`config.mk`:
```
export PLATFORM = sky130hd
export DESIGN_NAME = pcal_cell
export DESIGN_NICKNAME = d
export VERILOG_FILES = /design/src/hw/rtl/pcal_pkg.sv /design/src/hw/rtl/pcal_cell.sv
export SDC_FILE = /design/constraint.sdc
export NUM_CORES = 2
export LEC_CHECK = 0
export BUFFER_PORTS_ARGS = -buffer_cell sky130_fd_sc_hd__buf_4
export CORE_ASPECT_RATIO = 1.25
export CORE_MARGIN = 2
export CORE_UTILIZATION = 40
export DETAILED_ROUTE_END_ITERATION = 7
export SLEW_MARGIN = 20
export SYNTH_ARGS = -nofsm -noshare
export SYNTH_HDL_FRONTEND = slang
export SYNTH_SLANG_ARGS = --single-unit
```
`constraint.sdc`:
```
create_clock -name clk -period 29 [get_ports clk]
set_input_delay 5.8 -clock clk [delete_from_list [all_inputs] [get_ports clk]]
set_output_delay 5.8 -clock clk [all_outputs]
set_load 0.1 [all_outputs]
```
`src/hw/rtl/pcal_pkg.sv`:
```
`timescale 1ns / 1ps
// ----------------------------------------------------------------------------
// pcal_pkg
// Shared types, constants and the saturation helper for the polynomial
// calibration block.
// ----------------------------------------------------------------------------
package pcal_pkg;

  localparam int Q_W            = 32;  // signed Q16.16 field width
  localparam int FRAC_BITS      = 16;
  localparam int PROD_W         = 2 * Q_W;
  localparam int SUM_W          = PROD_W - FRAC_BITS + 1;
  localparam int COEFF_SLOTS    = 6;
  localparam int N_W            = 3;
  localparam int ADDR_W         = 5;
  localparam int APB_W          = 32;
  localparam int MAX_COEFFS_DEF = 6;
  localparam int DATA_WIDTH     = 32;
  localparam int SAT_W          = (DATA_WIDTH < Q_W) ? DATA_WIDTH : Q_W;

  localparam logic signed [SUM_W-1:0] SAT_HI =
    SUM_W'((64'sd1 <<< (SAT_W - 1)) - 64'sd1);
  localparam logic signed [SUM_W-1:0] SAT_LO = -SAT_HI - SUM_W'(1);

  typedef logic signed [Q_W-1:0] q_t;
  typedef logic [N_W-1:0]        n_t;
  typedef logic [2:0]            reg_idx_t;

  localparam reg_idx_t REG_ORIGIN = 3'd0;
  localparam reg_idx_t REG_COUNT  = 3'd1;
  localparam reg_idx_t REG_COEFF0 = 3'd2;

  localparam q_t COEFF1_RESET = 32'sd65536;  // 1.0

  typedef struct packed {
    q_t                     origin;
    n_t                     count;
    q_t [COEFF_SLOTS-1:0]   coeff;
  } cfg_t;

  // One sample moving down the chain
  typedef struct packed {
    logic last;
    logic sat;
    n_t   n;
    q_t   x;
    q_t   acc;
  } tok_t;

  typedef struct packed {
    logic clip;
    q_t   val;
  } sat_t;

  function automatic sat_t sat_q(input logic signed [SUM_W-1:0] v);
    sat_t r;
    if (v > SAT_HI) begin
      r.clip = 1'b1;
      r.val  = SAT_HI[Q_W-1:0];
    end else if (v < SAT_LO) begin
      r.clip = 1'b1;
      r.val  = SAT_LO[Q_W-1:0];
    end else begin
      r.clip = 1'b0;
      r.val  = v[Q_W-1:0];
    end
    return r;
  endfunction

endpackage

```
`src/hw/rtl/pcal_cell.sv`:
```
`timescale 1ns / 1ps
// ----------------------------------------------------------------------------
// pcal_cell
// One Horner step: acc = sat(floor(acc * x / 2^16) + coeff[IDX]).
// Two stages: registered product, then shift, add and saturate.
// Passes the token unchanged unless IDX lies below the top coefficient in use.
// ----------------------------------------------------------------------------
module pcal_cell #(
  parameter int IDX = 0
) (
  input  logic                 clk,
  input  logic                 rst,
  input  pcal_pkg::q_t         coeff,
  input  logic                 in_valid,
  output logic                 in_ready,
  input  pcal_pkg::tok_t       in_tok,
  output logic                 out_valid,
  input  logic                 out_ready,
  output pcal_pkg::tok_t       out_tok
);
  import pcal_pkg::*;

  logic                      mul_valid;
  logic                      mul_ready;
  tok_t                      mul_tok;
  logic signed [PROD_W-1:0]  prod;
  logic signed [PROD_W-1:0]  prod_next;
  logic                      active;
  logic signed [SUM_W-1:0]   sum;
  sat_t                      ss;
  tok_t                      tok_next;

  assign prod_next = in_tok.acc * in_tok.x;

  assign mul_ready = !out_valid || out_ready;
  assign in_ready  = !mul_valid || mul_ready;

  always_ff @(posedge clk) begin
    if (rst) begin
      mul_valid <= 1'b0;
    end else if (in_ready) begin
      mul_valid <= in_valid;
    end
  end

  always_ff @(posedge clk) begin
    if (in_ready) begin
      mul_tok <= in_tok;
      prod    <= prod_next;
    end
  end

  // active while this coefficient is below the top one in use
  assign active = (mul_tok.n > N_W'(IDX + 1));
  assign sum    = SUM_W'(prod >>> FRAC_BITS) + SUM_W'(coeff);
  assign ss     = sat_q(sum);

  always_comb begin
    tok_next = mul_tok;
    if (active) begin
      tok_next.acc = ss.val;
      tok_next.sat = mul_tok.sat || ss.clip;
    end
  end

  always_ff @(posedge clk) begin
    if (rst) begin
      out_valid <= 1'b0;
    end else if (mul_ready) begin
      out_valid <= mul_valid;
    end
  end

  always_ff @(posedge clk) begin
    if (mul_ready) begin
      out_tok <= tok_next;
    end
  end

endmodule

```
=== Word-level counts from Yosys, hierarchy flattened ===
Cells that the tools add are included.

* Register bits: 204
* Output and inout bits: 71
* Logic and storage cells: 27

* Add/subtract/negate cells: 1
* Multipliers: 1
* Magnitude comparators: 3
* Muxes and demuxes: 4
* Reductions and logical operators: 5

{| class="wikitable"
|+ Operator list
! kind !! count
|-
| 33-bit two-way mux || 2
|-
| 32-bit by 32-bit multiplier with 64-bit output || 1
|-
| 48-bit by 32-bit adder with 49-bit output || 1
|-
| 49-bit by 32-bit > comparator with 1-bit output (second input constant) || 1
|-
| 49-bit by 32-bit < comparator with 1-bit output (second input constant) || 1
|-
| 32-bit two-way mux || 1
|-
| 3-bit by 1-bit > comparator with 1-bit output (second input constant) || 1
|-
| 1-bit logical OR || 3
|-
| 1-bit logical NOT || 2
|-
| 1-bit two-way mux || 1
|}

=== Depth between registers and ports, before layout ===
* Word-level depth: 6
* Depth in mapped cells: 30

=== Worst setup path after synthesis ===
OpenSTA, ideal clock, no wires.

* Kind: input -> output
* From: input out_ready
* To: output in_ready
* Data arrival time: 8.942 ns
* Slack: 14.258 ns
* Stages: 2
* Path buffers: 0
* Cells stage by stage: nor2b_1 nand2_1

* Longest elaborated chain between the ends: 2

{| class="wikitable"
|+ Ends and longest elaborated chain
! what !! RTL line !! RTL
|-
| from (decl) || pcal_cell.sv:18 || <nowiki>input logic out_ready,</nowiki>
|-
| 1-bit logical OR || pcal_cell.sv:35 || <nowiki>assign mul_ready = !out_valid || out_ready;</nowiki>
|-
| 1-bit logical OR || pcal_cell.sv:36 || <nowiki>assign in_ready = !mul_valid || mul_ready;</nowiki>
|-
| to (decl) || pcal_cell.sv:15 || <nowiki>output logic in_ready,</nowiki>
|}

No other way between the ends.

=== Final worst setup path ===
* From: input in_tok[34] (netlist name)
* To: register prod[62] (data pin)

* Longest elaborated chain between the ends: 1

{| class="wikitable"
|+ Ends and longest elaborated chain
! what !! RTL line !! RTL
|-
| from (decl) || pcal_cell.sv:16 || <nowiki>input pcal_pkg::tok_t in_tok,</nowiki>
|-
| 32-bit by 32-bit multiplier with 64-bit output || pcal_cell.sv:33 || <nowiki>assign prod_next = in_tok.acc * in_tok.x;</nowiki>
|-
| named net prod_next[62] || pcal_cell.sv:27 || <nowiki>logic signed [PROD_W-1:0] prod_next;</nowiki>
|-
| to (signal assigned) || pcal_cell.sv:49 || <nowiki>prod <= prod_next;</nowiki>
|-
| to (decl) || pcal_cell.sv:26 || <nowiki>logic signed [PROD_W-1:0] prod;</nowiki>
|}

The timed path passes the listed nets, and every way through them passes these cells.
A chain may end at the register's enable or synchronous reset.

==> flow_summary.yaml <==
clocking:
  htree_levels: 4
  cts_sinks: 188
  root_buffer: "clkbuf_16"
  cts_buffers: 17
  cts_post_setup_buffers_inserted: 0
  cts_tree: "built"
  clock_latency_ns: 0.57
  cts_resized: 0
  ctsHoldBuffers: 0
  clkTransAtPathRegs_ns: 0.08
  cts_buffer_depth: 2
synth:
  syn_inst: 4505
  synth_top_area_cell: "fa_1"
  synth.distinct_cells: 76
  synth_area_leaders: "fa_1 (48%), edfxtp_1 (12%), inv_1 (8.2%)"
  syn_avg_cell_area_um2: 9.93
  synth_fp_nets: 5920
  ys_seq_area_frac: 0.126
  yosys.area.top_type_share: 0.484
  synth_seq_cells: 188
  ys_async_sr_fraction: 0
  synth_edf_count: 186
  ys_dominant_reg_cell: "edfxtp_1"
  syn-cell-area_um2: 44700
  synth.yosys.warnings: 0
sta:
  fin_crit_sh: 0.478
  drv_slew: 0
  fmax_mhz: 72.2
  tightest_slew_ns: 1.11
  finClkSkew_ns: 0.0259
  finalSetupTns_ns: 0
  max_slew_margin: 0.255
  timing.final.hold_violations: 0
  min_period_ns: 13.85
  setup_violations: 0
  rsz0062_at_grt: "false"
place:
  dpl.hpwl_mm: 98.4
  gp_congestion: 0.891
  numPortBuffers: 175
worst_setup_path:
  endpoint_kind: "register"
  ff2ff_path_depth: 13
  crit_type: "primary input to register"
  arrival_ns: 14.16
  startpoint_type: "primary input"
  required_ns: 29.31
  r2r-start: "prod[16]"
  r2r_end: "out_tok[30]"
  r2r_slack_ns: 23.37
  cp_max_fo: 29
floorplanning:
  start_util: 0.402
  num_io_pins: 176
  die_x_um: 303
  die_area_um2: 115000
  die_y_um: 378
  core_area_um2: 111000
  num_rows: 137
worst_hold_path:
  min_path_type: "register to register"
  hold_start: "mul_tok[62]"
  whs_path_depth: 0
  whs_endpoint: "out_tok[62]"
route:
  detail-route-antenna-nets: 0
  first_pass_iters: 7
  drt-initial-drc-count: 1719
  routed_wl_mm: 130
  drc: 0
  via_count: 31000
  avgViaCountPerCell: 5.20
  wire_per_inst_um: 21.9
global_routing:
  grt_use_total: 0.241
  grt_max_degree: 54
  overflow: 0
  grt_first_pass_wirelength_mm: 204
  grt_pass1_vias: 34900
  antenna_found_initial: 5
final_layout:
  n_antenna_cell: 0
  area_growth_pct: 6.69
  utilization: 0.429
  drive_gt1_frac: 0.0580
  nets: 5903
  fillers: 10800
status:
  status: "complete, no violations"
flow_run:
  maxCapViolCount: 0
## per-layer routing
metal | GRT usage | routed length, um
met1 | 0.272 | 47800
met3 | 0.0316 | 5410
met4 | 0.127 | 7910
met2 | 0.440 | 69200
met5 | 0 | 16
## cells in the mapped netlist (4+ instances only)
library cell / count
or3_1: 5
fa_1: 1082
a2111oi_0: 5
edfxtp_1: 186
o21ai_0: 65
clkbuf_1: 211
or2_2: 5
a21o_1: 49
nand3_1: 35
o21ai_1: 4
nand2_1: 599
a211o_1: 5
and3_1: 6
nand2b_1: 11
a21oi_1: 112
a22oi_1: 4
nand4_1: 26
o211ai_1: 11
nor2b_1: 9
inv_1: 976
buf_6: 4
xnor2_1: 65
a31oi_1: 10
and2_1: 505
buf_2: 7
o31ai_1: 5
nor2_1: 89
nor3_1: 14
a211oi_1: 15
nor4_1: 5
and4_1: 5
o21bai_1: 18
a21boi_0: 5
o21a_1: 18
a22oi_2: 20
xor2_1: 30
ha_1: 228
## per-stage QoR
step	setup slack (ns)	instance area, um^2	hold WS (ns)	std cells
5_1_grt	14.62	47700	0.419	5960
2_1_floorplan	14.26	44700	0.400	4505
6_report	15.15	47700	0.419	5960
3_3_place_gp	14.66	47100	0.400	5928
3_5_place_dp	14.59	47100	0.405	5928
4_1_cts	15.16	47700	0.422	5960
## flip-flops by register name (all words and copies together) (netlist names)
| name | cells |
|---|---|
| mul_tok | 69 |
| out_tok | 69 |
| prod | 48 |
| mul_valid | 1 |
| out_valid | 1 |
## cells in the final DEF, fill, tap and decap left out, drive strengths merged, types with 26 or more instances in the layout
cell type  synthesis  final
a21oi            112    112
buf               13    188
edfxtp           186    186
fa              1082   1082
nand2            601    601
nand3             35     35
nor2              89     89
nand4             26     26
xor2              30     30
and2             508    508
a21o              49     49
ha               228    228
xnor2             66     66
o21ai             70     70
inv              976    981
## kinds of logic after synthesis
group                      share of synthesized area
muxes                                       0.000699
and+or+nand+nor                                0.148
AOI/OAI and AO/OA                             0.0570
adders and majority gates                      0.548
DFF                                            0.126
xor gates and xnor gates                      0.0190
buffers and inverters                          0.102
## worst max-delay path, stage by stage
cell and delay, ns:
buf_4 0.10, buf_4 0.35, nand2_1 0.17, inv_1 0.16, fa_1 0.45, fa_1 0.49
fa_1 0.77, fa_1 1.12, inv_1 0.39, fa_1 0.57, inv_1 0.05, fa_1 0.52
inv_1 0.05, fa_1 0.49, inv_1 0.06, fa_1 0.45, ha_1 0.33, and3_1 0.22
nand3_1 0.10, nor2_1 0.10, o21ai_0 0.10, o211ai_1 0.25, nand4_1 0.22, a21boi_0 0.44
o22ai_1 0.18, xnor2_1 0.16
## area by class of cell
class	count	area (um^2)	area share
multi-input cells	3116	34600	0.724
flip-flops and latches	188	5630	0.118
inverters	977	3670	0.0769
well taps	1459	1830	0.0383
repair buffers	188	1410	0.0296
clock buffers	17	425	0.00892
clock inverters	15	195	0.00409
## worst max path at each step
stage / startpoint / endpoint / slack [ns] / depth (start not counted)
final: in_tok[34] / prod[62] / 15.15 / 26
after global routing: in_tok[34] / prod[63] / 14.62 / 28
after CTS: in_tok[34] / prod[62] / 15.16 / 26
after detailed placement: in_tok[34] / prod[62] / 14.59 / 26
after global placement: in_tok[34] / prod[63] / 14.66 / 28
after floorplan: out_ready / in_ready / 14.26 / 2
Power is not shown: default switching activity piles up to over one toggle a cycle in this logic, so the estimate is an artifact.
