`src/hw/rtl/pcal_pkg.sv`:
```
`timescale 1ns / 1ps
// ----------------------------------------------------------------------------
// pcal_pkg
// Shared types, constants and the saturation helper for the polynomial
// calibration block.
// ----------------------------------------------------------------------------
package pcal_pkg;

  localparam int Q_W            = 32;  // signed Q16.16 field width
  localparam int FRAC_BITS      = 16;
  localparam int PROD_W         = 2 * Q_W;
  localparam int SUM_W          = PROD_W - FRAC_BITS + 1;
  localparam int COEFF_SLOTS    = 6;
  localparam int N_W            = 3;
  localparam int ADDR_W         = 5;
  localparam int APB_W          = 32;
  localparam int MAX_COEFFS_DEF = 6;
  localparam int DATA_WIDTH     = 32;
  localparam int SAT_W          = (DATA_WIDTH < Q_W) ? DATA_WIDTH : Q_W;

  localparam logic signed [SUM_W-1:0] SAT_HI =
    SUM_W'((64'sd1 <<< (SAT_W - 1)) - 64'sd1);
  localparam logic signed [SUM_W-1:0] SAT_LO = -SAT_HI - SUM_W'(1);

  typedef logic signed [Q_W-1:0] q_t;
  typedef logic [N_W-1:0]        n_t;
  typedef logic [2:0]            reg_idx_t;

  localparam reg_idx_t REG_ORIGIN = 3'd0;
  localparam reg_idx_t REG_COUNT  = 3'd1;
  localparam reg_idx_t REG_COEFF0 = 3'd2;

  localparam q_t COEFF1_RESET = 32'sd65536;  // 1.0

  typedef struct packed {
    q_t                     origin;
    n_t                     count;
    q_t [COEFF_SLOTS-1:0]   coeff;
  } cfg_t;

  // One sample moving down the chain
  typedef struct packed {
    logic last;
    logic sat;
    n_t   n;
    q_t   x;
    q_t   acc;
  } tok_t;

  typedef struct packed {
    logic clip;
    q_t   val;
  } sat_t;

  function automatic sat_t sat_q(input logic signed [SUM_W-1:0] v);
    sat_t r;
    if (v > SAT_HI) begin
      r.clip = 1'b1;
      r.val  = SAT_HI[Q_W-1:0];
    end else if (v < SAT_LO) begin
      r.clip = 1'b1;
      r.val  = SAT_LO[Q_W-1:0];
    end else begin
      r.clip = 1'b0;
      r.val  = v[Q_W-1:0];
    end
    return r;
  endfunction

endpackage

```
`src/hw/rtl/pcal_front.sv`:
```
`timescale 1ns / 1ps
// ----------------------------------------------------------------------------
// pcal_front
// Head of the chain: removes the origin, clips x and loads the top
// coefficient as the starting Horner accumulator, or x itself at count 0.
// ----------------------------------------------------------------------------
module pcal_front #(
  parameter int MAX_COEFFS = pcal_pkg::MAX_COEFFS_DEF
) (
  input  logic                 clk,
  input  logic                 rst,
  input  logic                 in_valid,
  output logic                 in_ready,
  input  pcal_pkg::q_t         sample,
  input  logic                 last_in,
  input  pcal_pkg::cfg_t       cfg,
  output logic                 out_valid,
  input  logic                 out_ready,
  output pcal_pkg::tok_t       out_tok
);
  import pcal_pkg::*;

  n_t                       n_eff;
  logic signed [SUM_W-1:0]  diff;
  sat_t                     xs;
  sat_t                     cs;
  q_t                       top_c;
  tok_t                     tok_next;

  assign n_eff = (cfg.count > N_W'(MAX_COEFFS)) ? N_W'(MAX_COEFFS) : cfg.count;
  assign diff  = SUM_W'(sample) - SUM_W'(cfg.origin);
  assign xs    = sat_q(diff);

  // coefficient n-1 opens the Horner recurrence
  always_comb begin
    top_c = '0;
    for (int j = 0; j < COEFF_SLOTS; j++) begin
      if (N_W'(j + 1) == n_eff) top_c = cfg.coeff[j];
    end
  end

  assign cs = sat_q(SUM_W'(top_c));

  always_comb begin
    tok_next.last = last_in;
    tok_next.n    = n_eff;
    tok_next.x    = xs.val;
    tok_next.acc  = (n_eff == '0) ? xs.val : cs.val;
    tok_next.sat  = ((n_eff != N_W'(1)) && xs.clip) || ((n_eff != '0) && cs.clip);
  end

  assign in_ready = !out_valid || out_ready;

  always_ff @(posedge clk) begin
    if (rst) begin
      out_valid <= 1'b0;
    end else if (in_ready) begin
      out_valid <= in_valid;
    end
  end

  always_ff @(posedge clk) begin
    if (in_ready) begin
      out_tok <= tok_next;
    end
  end

endmodule

```
`config.mk`:
```
export PLATFORM = sky130hd
export DESIGN_NAME = pcal_front
export DESIGN_NICKNAME = d
export VERILOG_FILES = /design/src/hw/rtl/pcal_pkg.sv /design/src/hw/rtl/pcal_front.sv
export SDC_FILE = /design/constraint.sdc
export NUM_CORES = 1
export LEC_CHECK = 0
export BUFFER_PORTS_ARGS = -buffer_cell sky130_fd_sc_hd__buf_2
export CAP_MARGIN = 20
export CORE_AREA = 3 3 130 132
export CTS_CLUSTER_SIZE = 28
export DETAILED_ROUTE_END_ITERATION = 8
export DIE_AREA = 0 0 133 135
export PLACE_DENSITY = 0.72
export SKIP_LAST_GASP = 1
export SLEW_MARGIN = 20
export SYNTH_ARGS = -nofsm -noshare
export SYNTH_HDL_FRONTEND = slang
export SYNTH_SLANG_ARGS = --single-unit
```
`constraint.sdc`:
```
create_clock -name clk -period 9.29 [get_ports clk]
set_clock_uncertainty 0.2 [all_clocks]
set_input_delay 1.3935 -clock clk [delete_from_list [all_inputs] [get_ports clk]]
set_output_delay 1.3935 -clock clk [all_outputs]
set_load 0.01 [all_outputs]
```
# Word level (Yosys, flattened, before mapping)
# Cells that the tools add are included.
# totals
elab_cells	38
output_inout_bits	71
ff_bits	70
# op_classes
add_sub_neg	1
n_eq_ne	7
reduce_logical	7
mux	12
order_cmp	5
# ops
op	count
$mux 32	7
$mux 33	4
$gt 33x32->1 const B	1
$lt 33x32->1 const B	1
$sub 32x32->33	1
$gt 32x32->1 const B	1
$lt 32x32->1 const B	1
$eq 3x3->1 const A	3
$eq 2x3->1 const A	2
$eq 1x3->1 const A	1
$gt 3x3->1 const B	1
$logic_not 3->1	1
$mux 3	1
$ne 3x1->1 const B	1
$reduce_bool 3->1	1
$logic_and 1x1->1	2
$logic_or 1x1->1	2
$logic_not 1->1	1

# Depth between registers and ports, before layout
# logic_depth
word_depth	14
ltp_mapped	15
mapped_depth_nobuf	14

# Worst setup path before layout
# Ideal clock, no wire load.
# synth_path
kind	input -> output
startpoint	input out_ready
endpoint	output in_ready
setup_slack_ps	4525
arrival_ps	3172
t_required_ps	7696
path_stages	1
cell_sequence	nand2b_1
# synth_between
elab_chain_cells	1
# synth_rtl
item	line_no	source
start: declaration	pcal_front.sv:18	input logic out_ready,
$logic_or 1x1->1	pcal_front.sv:52	assign in_ready = !out_valid || out_ready;
end: declaration	pcal_front.sv:13	output logic in_ready,
# No other way between the ends.

==> load_flow_metrics.sql <==
INSERT INTO impl_metrics (metric_group, metric, value, unit) VALUES
('yosys', 'avgSynthCellArea', '8.86', 'um2'),
('power_and_ir_drop', 'cellLeakagePower', '4.05', 'nW'),
('critical_path', 'criticalPathCategory', 'in2reg', ''),
('cts', 'post_cts_buffers', '0', ''),
('cts', 'cts_num_sinks', '70', ''),
('job', 'maxCapViolations', '0', ''),
('sta', 'finalWorstPathRequiredPeriod', '5370', 'ps'),
('sta', 'holdWs', '636', 'ps'),
('yosys', 'synth-edff-count', '69', ''),
('cts', 'clockRootBuffer', 'sky130_fd_sc_hd__clkbuf_16', ''),
('power_and_ir_drop', 'comb_power_share', '38.0', '%'),
('sta', 'setup_viol_count_final', '0', ''),
('yosys', 'synth-async-reset-ratio', '0', '%'),
('floorplan', 'fp.dieH', '135', 'um'),
('power_and_ir_drop', 'power_frac_seq', '35.0', '%'),
('power_and_ir_drop', 'cell_internal_power_dissipation', '0.816', 'mW'),
('yosys', 'postSynth.topFlopCell', 'sky130_fd_sc_hd__edfxtp_1', ''),
('placed_design', 'pre_cts_slack', '3570', 'ps'),
('critical_path', 'critical_path.startpoint_type', 'input pin', ''),
('placed_design', 'post_place_instance_area', '7960', 'um2'),
('final_layout', 'total_number_of_nets_in_the_final_design', '1299', ''),
('route', 'detail_routed_via_count_per_cell', '5.27', ''),
('power_and_ir_drop', 'power_switching', '0.457', 'mW'),
('global_routing', 'grt_antenna_before_repair', '2', ''),
('sta', 'timing.slew.headroom', '40.4', '%'),
('placed_design', 'place_congestion', '0.860', ''),
('status', 'run_status', 'complete, no violations', ''),
('critical_path', 'critPathRequiredTime', '9260', 'ps'),
('critical_path', 'timing.critical_path.arrival', '5340', 'ps'),
('critical_path', 'critical_path.cell_chain', 'buf_2 > inv_1 > ha_1 > fa_1 > nor2b_1 > o31ai_1 > a211oi_1 > or3_1 > a31oi_2 > o21ai_0 > a32o_2 > inv_1 > nand2b_1 > nand2_1 > o221ai_1', ''),
('floorplan', 'initial_core_util', '39.1', '%'),
('cts', 'clkLatencyLatePin', '330', 'ps'),
('power_and_ir_drop', 'vdd_ir_drop_max', '0.0915', 'mV'),
('power_and_ir_drop', 'clock_network_fraction_of_total_power', '27.1', '%'),
('route', 'number_of_design_rule_violations_left_after_detail_routing', '0', ''),
('final_layout', 'post_route_cells_drive_above_1_share', '38.0', '%'),
('route', 'initialDrtViolationCount', '388', ''),
('route', 'finalWirelength', '22.9', 'mm'),
('route', 'vias', '6454', ''),
('sta', 'final-max-slew-violation-count', '0', ''),
('sta', 'finalHoldViolCount', '0', ''),
('yosys', 'yosys_synthesis_warning_count', '0', ''),
('power_and_ir_drop', 'power_density', '154', 'nW/um2'),
('sta', 'max_freq', '186', 'MHz'),
('sta', 'max_slew.worst_pin.slew', '893', 'ps'),
('critical_path', 'timing.critical_path.slowest_cell_delay', '630', 'ps'),
('critical_path', 'worst-path-max-fanout', '25', ''),
('final_layout', 'layout_common_cells', 'sky130_fd_sc_hd__buf_2, sky130_fd_sc_hd__a21oi_1, sky130_fd_sc_hd__nand2_1, sky130_fd_sc_hd__edfxtp_1, sky130_fd_sc_hd__mux2i_1', ''),
('yosys', 'synth-seq-cells', '70', ''),
('final_layout', 'area_growth_syn_to_layout', '33.6', '%'),
('final_layout', 'layout.cells.most_common', 'sky130_fd_sc_hd__buf_2', ''),
('sta', 'worst_slack', '3920', 'ps'),
('global_routing', 'first_pass_grt_wire_length', '33.5', 'mm'),
('sta', 'totalNegativeSetupSlack', '0', 'ps'),
('final_layout', 'final_cells', '1225', ''),
('cts', 'ctsResizeCount', '0', ''),
('route', 'route.antenna.remaining_nets', '0', ''),
('critical_path', 'slowest_stage_cell_crit_path', 'sky130_fd_sc_hd__a32o_2', ''),
('floorplan', 'core_area', '15800', 'um2'),
('yosys', 'synth_fp_nets', '995', ''),
('hold_path', 'hold_path_class', 'reg2reg', ''),
('global_routing', 'number_of_global_route_vias_before_repair', '6228', ''),
('global_routing', 'global_route.overflow_total', '0', ''),
('yosys', 'synthesis.instances', '698', ''),
('placed_design', 'hpwlAfterDp', '18.5', 'mm'),
('route', 'firstDrtPassIters', '5', ''),
('placed_design', 'dp.cells', '1207', ''),
('power_and_ir_drop', 'fraction_of_power_spent_switching_nets', '35.9', '%'),
('critical_path', 'worst_path_most_repeated_cell', 'sky130_fd_sc_hd__inv_1', ''),
('cts', 'clk_pin_slew_worst_paths', '60', 'ps'),
('yosys', 'synth.lib_cells_used.distinct', '62', '');
==> registers in the layout, indices dropped and copies added (netlist names) <==
signal / flops
out_tok: 69
out_valid: 1
==> critical path: cells and delay by family <==
kind            cells  cell delay, ps
compound gates      6            1700
fa+ha+maj           2             640
buf+inv             3             230
simple gates        4            1360
==> power by group through the flow <==
stage                     clock network (mW)  registers (mW)  logic (mW)
after floorplan                            0           0.483       0.250
after global placement                     0           0.450       0.477
after detailed placement                   0           0.451       0.481
after CTS                              0.349           0.446       0.483
after global routing                   0.362           0.449       0.526
final                                  0.344           0.445       0.483
==> cells by family after synthesis <==
kind of cell | synth area share [%]
buffers and inverters | 5.99
xor gates and xnor gates | 4.09
and+or+nand+nor | 12.5
muxes | 10.3
adders and majority gates | 10.2
AOI/OAI and AO/OA | 23.1
DFF | 33.8
==> stage by stage <==
step	total power, mW	util [%]
5_1_grt	1.34	52.2
6_report	1.27	52.2
4_1_cts	1.28	52.1
2_1_floorplan	0.733	-
3_3_place_gp	0.926	50.3
3_5_place_dp	0.933	50.3
==> layout make-up <==
| cell class | count | area (um2) |
|---|---|---|
| fillers | 1508 | 7570 |
| multi-input cells | 540 | 3730 |
| flip-flops and latches | 70 | 2090 |
| repair buffers | 339 | 1710 |
| well taps | 216 | 270 |
| clock buffers | 9 | 225 |
| inverters | 42 | 158 |
| clock inverters | 7 | 68.8 |
| diodes | 2 | 5.00 |
==> layer usage <==
layer	GRT usage, %	vias to the layer above	part of all wire [%]
li1	-	3181	-
met1	29.5	2965	41
met2	41.6	275	49
met3	5.29	33	7.8
met4	8.26	0	2.4
met5	0	-	0
==> Yosys cell counts, drive strengths merged (6+ instances only) <==
master | instances | area (um2)
o21ai | 36 | 180
o221ai | 7 | 61.3
nand2 | 75 | 282
a21oi | 82 | 422
mux2i | 57 | 571
and3 | 6 | 37.5
nor2 | 52 | 198
nand3 | 13 | 65.1
mux2 | 6 | 67.6
a21o | 13 | 97.6
maj3 | 20 | 213
xor2 | 10 | 87.6
buf | 14 | 92.6
inv | 42 | 158
clkbuf | 32 | 120
xnor2 | 18 | 165
nand2b | 8 | 50.1
a211oi | 20 | 150
o31ai | 7 | 52.6
ha | 32 | 400
edfxtp | 69 | 2070
o211ai | 12 | 90.1
==> final timing paths <==
check / slack (ps) / startpoint / end / cells after the start
setup / recovery: 3920 / sample[0] / out_tok[1] / 15
hold / removal: 640 / out_valid / out_tok[68] / 1
setup reg to reg: 7470 / out_valid / out_tok[28] / 2
hold reg to reg: 640 / out_valid / out_tok[68] / 1
Power figures use the tool's default switching activity.
