`config.mk`:
```
export PLATFORM = sky130hd
export DESIGN_NAME = pcal_regs
export DESIGN_NICKNAME = d
export VERILOG_FILES = /design/src/hw/rtl/pcal_pkg.sv /design/src/hw/rtl/pcal_regs.sv
export SDC_FILE = /design/constraint.sdc
export NUM_CORES = 1
export LEC_CHECK = 0
export ABC_AREA = 1
export BUFFER_PORTS_ARGS = -buffer_cell sky130_fd_sc_hd__buf_2
export CAP_MARGIN = 20
export CORE_MARGIN = 2
export CORE_UTILIZATION = 35
export DETAILED_ROUTE_END_ITERATION = 8
export HOLD_SLACK_MARGIN = 0.03
export PLACE_DENSITY = 0.61
export REMOVE_ABC_BUFFERS = 1
export SYNTH_ARGS = -nofsm -noshare
export SYNTH_HDL_FRONTEND = slang
export SYNTH_SLANG_ARGS = --single-unit
```
`constraint.sdc`:
```
create_clock -name clk -period 3 [get_ports clk]
set_clock_uncertainty 0.05 [all_clocks]
set_input_delay 0.3 -clock clk [delete_from_list [all_inputs] [get_ports clk]]
set_output_delay 0.3 -clock clk [all_outputs]
set_load 0.1 [all_outputs]
```
`src/hw/rtl/pcal_pkg.sv`:
```
`timescale 1ns / 1ps
// ----------------------------------------------------------------------------
// pcal_pkg
// Shared types, constants and the saturation helper for the polynomial
// calibration block.
// ----------------------------------------------------------------------------
package pcal_pkg;

  localparam int Q_W            = 32;  // signed Q16.16 field width
  localparam int FRAC_BITS      = 16;
  localparam int PROD_W         = 2 * Q_W;
  localparam int SUM_W          = PROD_W - FRAC_BITS + 1;
  localparam int COEFF_SLOTS    = 6;
  localparam int N_W            = 3;
  localparam int ADDR_W         = 5;
  localparam int APB_W          = 32;
  localparam int MAX_COEFFS_DEF = 6;
  localparam int DATA_WIDTH     = 32;
  localparam int SAT_W          = (DATA_WIDTH < Q_W) ? DATA_WIDTH : Q_W;

  localparam logic signed [SUM_W-1:0] SAT_HI =
    SUM_W'((64'sd1 <<< (SAT_W - 1)) - 64'sd1);
  localparam logic signed [SUM_W-1:0] SAT_LO = -SAT_HI - SUM_W'(1);

  typedef logic signed [Q_W-1:0] q_t;
  typedef logic [N_W-1:0]        n_t;
  typedef logic [2:0]            reg_idx_t;

  localparam reg_idx_t REG_ORIGIN = 3'd0;
  localparam reg_idx_t REG_COUNT  = 3'd1;
  localparam reg_idx_t REG_COEFF0 = 3'd2;

  localparam q_t COEFF1_RESET = 32'sd65536;  // 1.0

  typedef struct packed {
    q_t                     origin;
    n_t                     count;
    q_t [COEFF_SLOTS-1:0]   coeff;
  } cfg_t;

  // One sample moving down the chain
  typedef struct packed {
    logic last;
    logic sat;
    n_t   n;
    q_t   x;
    q_t   acc;
  } tok_t;

  typedef struct packed {
    logic clip;
    q_t   val;
  } sat_t;

  function automatic sat_t sat_q(input logic signed [SUM_W-1:0] v);
    sat_t r;
    if (v > SAT_HI) begin
      r.clip = 1'b1;
      r.val  = SAT_HI[Q_W-1:0];
    end else if (v < SAT_LO) begin
      r.clip = 1'b1;
      r.val  = SAT_LO[Q_W-1:0];
    end else begin
      r.clip = 1'b0;
      r.val  = v[Q_W-1:0];
    end
    return r;
  endfunction

endpackage

```
`src/hw/rtl/pcal_regs.sv`:
```
`timescale 1ns / 1ps
// ----------------------------------------------------------------------------
// pcal_regs
// APB register file: origin, coefficient count and six coefficients.
// ----------------------------------------------------------------------------
module pcal_regs (
  input  logic                           clk,
  input  logic                           rst,
  input  logic                           psel,
  input  logic                           penable,
  input  logic                           pwrite,
  input  logic [pcal_pkg::ADDR_W-1:0]    paddr,
  input  logic [pcal_pkg::APB_W-1:0]     pwdata,
  output logic [pcal_pkg::APB_W-1:0]     prdata,
  output logic                           pready,
  output pcal_pkg::cfg_t                 cfg
);
  import pcal_pkg::*;

  reg_idx_t idx;
  logic     wr;

  assign idx    = paddr[ADDR_W-1:2];
  assign wr     = psel && penable && pwrite;
  assign pready = 1'b1;

  always_ff @(posedge clk) begin
    if (rst) begin
      cfg.origin <= '0;
      cfg.count  <= '0;
      cfg.coeff[0] <= '0;
      cfg.coeff[1] <= COEFF1_RESET;
      cfg.coeff[COEFF_SLOTS-1:2] <= '0;
    end else if (wr) begin
      case (idx)
        REG_ORIGIN: cfg.origin <= pwdata[Q_W-1:0];
        REG_COUNT:  cfg.count  <= pwdata[N_W-1:0];
        default:    cfg.coeff[idx - REG_COEFF0] <= pwdata[Q_W-1:0];
      endcase
    end
  end

  always_comb begin
    case (idx)
      REG_ORIGIN: prdata = APB_W'(cfg.origin);
      REG_COUNT:  prdata = APB_W'(cfg.count);
      default:    prdata = APB_W'(cfg.coeff[idx - REG_COEFF0]);
    endcase
  end

endmodule

```
# After elaboration in Yosys (flattened, before gate mapping)
# Index checks and enable logic that the tools add are counted.
# Widths: inputs -> output; s select.
[word_totals]
register_bits = 227
out_inout_bits = 260
input_bits = 42
wordCells = 27
[op_classes]
magnitude_cmp = 2
reduce_logical = 8
n_addsub = 1
bitwise = 1
eq_ne = 1
muxes = 6
[op_table]
columns = ["cell", "count"]
rows = [
  ["$bwmux 192", 1],
  ["$bmux 32 s3", 1],
  ["$demux 32 s3", 1],
  ["$mux 32", 2],
  ["$pmux 32 s2", 1],
  ["$reduce_and 2->1", 3],
  ["$lt 3x4->1 const B", 1],
  ["$eq 3x1->1 const B", 1],
  ["$ge 3x1->1 const B", 1],
  ["$logic_and 1x1->1", 3],
  ["$logic_not 3->1", 1],
  ["$sub 3x2->3 const B", 1],
  ["$reduce_or 2->1", 1],
  ["$not 1->1", 1],
]

# Depth between registers and ports, before layout
[logic_depth]
word_depth = 6
ltp_mapped = 12
depth_no_buf = 9

# Worst setup path before layout
# No wires, ideal clock.
[synth_path]
path_kind = "input to output"
from = "input port paddr[3] (netlist bit)"
to = "output port prdata[10] (netlist bit)"
t_required_ns = 2.650
arrival_ns = 2.256
setup_slack_ns = 0.394
path_buffers = 3
stages = 10
path_cell_list = "buf_6 -> inv_6 -> clkbuf_1 -> ha_1 -> inv_1 -> buf_1 -> nand2_1 -> nand2_1 -> nand2_1 -> nand2_1"
[synth_via]
elab_chain_len = 4
elab_cells_between_ends = 6
classes_between = "1 x add/sub; 1 x eq/ne; 3 x mux; 1 x reduce/logical"
[synth_rtl]
columns = ["item", "line", "text"]
rows = [
  ["start: declaration", "pcal_regs.sv:12", "input logic [pcal_pkg::ADDR_W-1:0] paddr,"],
  ["$sub 3x2->3", "pcal_regs.sv:47", "default: prdata = APB_W'(cfg.coeff[idx - REG_COEFF0]);"],
  ["$bmux 32 s3", "pcal_regs.sv:47", ""],
  ["$mux 32 (not written as such)", "pcal_regs.sv:47", ""],
  ["$pmux 32 s2 (*)", "pcal_regs.sv:44", "case (idx)"],
  ["end: declaration", "pcal_regs.sv:14", "output logic [pcal_pkg::APB_W-1:0] prdata,"],
]
# Mark *: on every way between the ends. The rest lies on a longest branch, timed or not. The select of a mux whose other input is x is not followed.

# Worst setup path in the final report
[layout_path]
from = "input port paddr[3] (netlist bit)"
to = "output port prdata[22] (netlist bit)"
# Same word-level chain as after synthesis.

==> impl_metrics.csv <==
group,metric,value,unit
run_status,outcome,"complete, no violations",
place,port-buffer-count,298,
power_and_ir_drop,maximum_vdd_ir_drop,440,uV
logic_synthesis,yosysWarningCount,0,
sta,timing.final.setup_violations,0,
logic_synthesis,synth-compound-area-share,4.29,%
floorplan,floorplan.core_area,0.0325,mm2
logic_synthesis,postSynthAreaPerCell,5.97,um2
floorplan,initial_utilization,35.5,%
worst_setup_path,worstPathMaxFanout,15,
clocking,post_cts.resized_instances,0,
detailed_routing,wire_per_inst,14.9,um
clocking,path_clk_slew,0.06,ns
clocking,clock_insertion_delay_worst_skew,0.53,ns
worst_setup_path,crit_chain,"buf_2 -> inv_6 -> ha_1 -> nand2_2 -> buf_12 -> buf_4 -> a21oi_1 -> o21ai_0 -> nand2_1 -> nand2_1 -> nand2_1 -> buf_12",
detailed_routing,firstDrtPassIters,5,
sta,rsz0062_at_grt,"false",
finish,antennaDiodeCount,0,
sta,slew-limit-headroom,42.2,%
grt,number_of_antenna_violations_at_the_first_check_in_global_routing,1,
worst_setup_path,worst_setup_path_startpoint,"paddr[3]",
run,drv.max_cap_violation_count,0,
worst_setup_path,worst-path-buf-inv,5,
worst_setup_path,reg2reg_depth,4,
worst_setup_path,cp-start-kind,"input pin",
logic_synthesis,synth_top_area_share,39.3,%
detailed_routing,routed_wl,39500,um
worst_setup_path,crit_path_end,"prdata[22]",
sta,report.final.hold_viol_count,0,
floorplan,die-height,186,um
clocking,cts.sinks,227,
logic_synthesis,post_synth_fa_ha_maj_area_fraction,0.325,%
worst_setup_path,setup.reg_to_reg.worst_slack,2.24,ns
worst_setup_path,worstReg2RegStart,"cfg[160]",
sta,final_max_slew_viol_count,0,
finish,layoutNonFillerInstCount,2651,
worst_setup_path,critical_path_sink_type,"primary output",
finish,post_route_cells_drive_above_1_share,17.8,%
floorplan,rows,66,
worst_setup_path,timing_worst_setup_path_type,"input pin to primary output",
floorplan,top_level_ports,302,
logic_synthesis,synth_simple_gate_area_share,43.3,%
worst_setup_path,worst_path_most_repeated_cell,"sky130_fd_sc_hd__nand2_1",
clocking,tritoncts,"done",
detailed_routing,remaining_drcs,0,
sta,worst_pin_slew,0.865,ns
place,gpl.final_weighted_congestion,0.853,
detailed_routing,drt-initial-drc-count,694,
clocking,post_cts_buffers,0,
floorplan,total_die_area,0.0345,mm2
finish,post-route-cell-area,0.0146,mm2
place,postPlaceCellArea,0.0137,mm2
finish,number_of_flip_flops_in_the_largest_register,227,
logic_synthesis,synth.distinct_cells,23,
finish,register_with_the_highest_flop_count,"cfg",
place,hpwlAfterDp,26100,um
grt,grtUsageTotal,22.6,%
clocking,cts.hold.buffers_added,2,
worst_hold_path,holdCritPathClass,"input pin to register",
logic_synthesis,synth_largest_area_cell,"sky130_fd_sc_hd__dfxtp_1",
grt,globalRoute.totalOverflow,0,
logic_synthesis,synth_top_family_by_area,"simple AND/OR/NAND/NOR gates",
logic_synthesis,synth.mux.area_fraction,0,%
grt,grt_first_pass_wirelength,61200,um
logic_synthesis,yosys_register_bits,227,
clocking,cts-buffers-inserted,27,
worst_setup_path,regToRegEndpoint,"cfg[160]",
logic_synthesis,syn-instance-count,1934,
finish,final_net_count,2235,
finish,layout-area-overhead-vs-synth,26.3,%
power_and_ir_drop,total_power,7.40,mW
worst_setup_path,crit_slowest_cell,"sky130_fd_sc_hd__ha_1",
worst_setup_path,required,2.65,ns
power_and_ir_drop,leakage_power_of_the_design,8.78,nW
floorplan,fp.dieW,186,um
grt,first_global_vias,11100,
detailed_routing,drt-vias-per-instance,4.59,
sta,fin_crit,2.56,ns
logic_synthesis,synth_area_leaders,"sky130_fd_sc_hd__dfxtp_1 39%, sky130_fd_sc_hd__nand2_1 25%, sky130_fd_sc_hd__nor2_1 15%",
finish,reg_top3,"cfg (227)",
worst_setup_path,cp_num_cells,12,
worst_setup_path,timing.critical_path.slowest_cell_delay,0.32,ns
logic_synthesis,synthesis.area,0.0116,mm2
grt,grt_max_degree,79,
sta,tcrit_tclk_final,85.4,%
clocking,max-clock-path-buffers,3,
place,numPlacedInstances,2601,
power_and_ir_drop,power.density,507,mW/mm2
finish,fill_cells,3500,
detailed_routing,detail-route-antenna-nets,0,
sta,achievable-frequency,0.390,GHz
logic_synthesis,synth-xor-area-share,0,%
logic_synthesis,synth.yosys.seq_area_share,39.3,%
worst_setup_path,crit_family,"buffers and inverters",
detailed_routing,via_count,12200,
place,pre_cts_slack,0.435,ns
sta,final.setup.worst_slack,0.438,ns
clocking,cts.htree.levels,1,
clocking,clock_tree.root_cell,"sky130_fd_sc_hd__clkbuf_16",
worst_setup_path,cp.arrival,2.21,ns
worst min path at each step:
stage | start | endpoint | slack, ns | cells past startpoint
3_3_place_gp | cfg[48] | cfg[48] | 0.45 | 2
6_report | pwdata[13] | cfg[109] | 0.06 | 3
3_5_place_dp | cfg[73] | cfg[73] | 0.46 | 4
5_1_grt | pwdata[30] | cfg[94] | 0.04 | 3
4_1_cts | pwdata[6] | cfg[38] | 0.03 | 3
2_1_floorplan | pwdata[0] | cfg[192] | 0.38 | 2
through the flow:
stage,setup TNS [ns],hold slack (ns),util (%)
finish,0,0.0554,44.9
CTS,0,0.0303,44.9
global route,0,0.0382,44.9
floorplan,-163.56,0.385,-
detailed placement,0,0.464,42.2
global placement,0,0.454,42.2
cells by family after synthesis:
family                   count (synthesis)
AND/OR/NAND/NOR                       1279
buffers and inverters                  325
flip-flops                             227
AO/OA/AOI/OAI                           99
adder cells (fa/ha/maj)                  3
other                                    1
synthesized netlist by cell type (all sizes together):
cell type    n
o21ai       67
nand3       35
buf         77
nor2       458
a21oi       32
inv        213
nand4        7
ha           3
clkbuf      35
nand2      779
dfxtp      227
conb         1
final cells by class:
type / instances / area (um2) / area share [%]
clock buffer: 44 / 810 / 5.55
clock inverter: 4 / 45.0 / 0.309
inverter: 213 / 812 / 5.56
multi-input combinational: 1382 / 5540 / 38.0
sequential: 227 / 4540 / 31.1
tap: 442 / 553 / 3.79
timing repair buffer: 339 / 2290 / 15.7
where the power goes:
group / leakage (nW) / total (mW) / internal (mW) / switching, mW
registers: 1.83 / 3.07 / 3.05 / 0.0231
logic: 6.52 / 1.14 / 0.245 / 0.895
clock network: 0.421 / 3.19 / 1.91 / 1.28
worst min-delay path: stages:
cell                     delay, ns
sky130_fd_sc_hd__buf_2        0.15
sky130_fd_sc_hd__nor2_1       0.11
sky130_fd_sc_hd__nor2_1       0.05
cell usage in the layout, fill, tap and decap left out, drive strengths merged:
cell type	count
nand2	779
nor2	458
buf	337
dfxtp	227
inv	211
o21ai	67
clkbuf	44
nand3	35
a21oi	32
nand4	7
clkinv	5
ha	3
dlygate4sd3	2
conb	1
bufinv	1
metal layers:
layer  GRT usage (%)  vias up  wire length, um
met2            37.9      397            18100
li1                -     6188                -
met4            5.70        2              812
met5               0        -               13
met3            5.75       56             3380
met1            28.9     5514            17200
(Power assumes the default switching activity.)
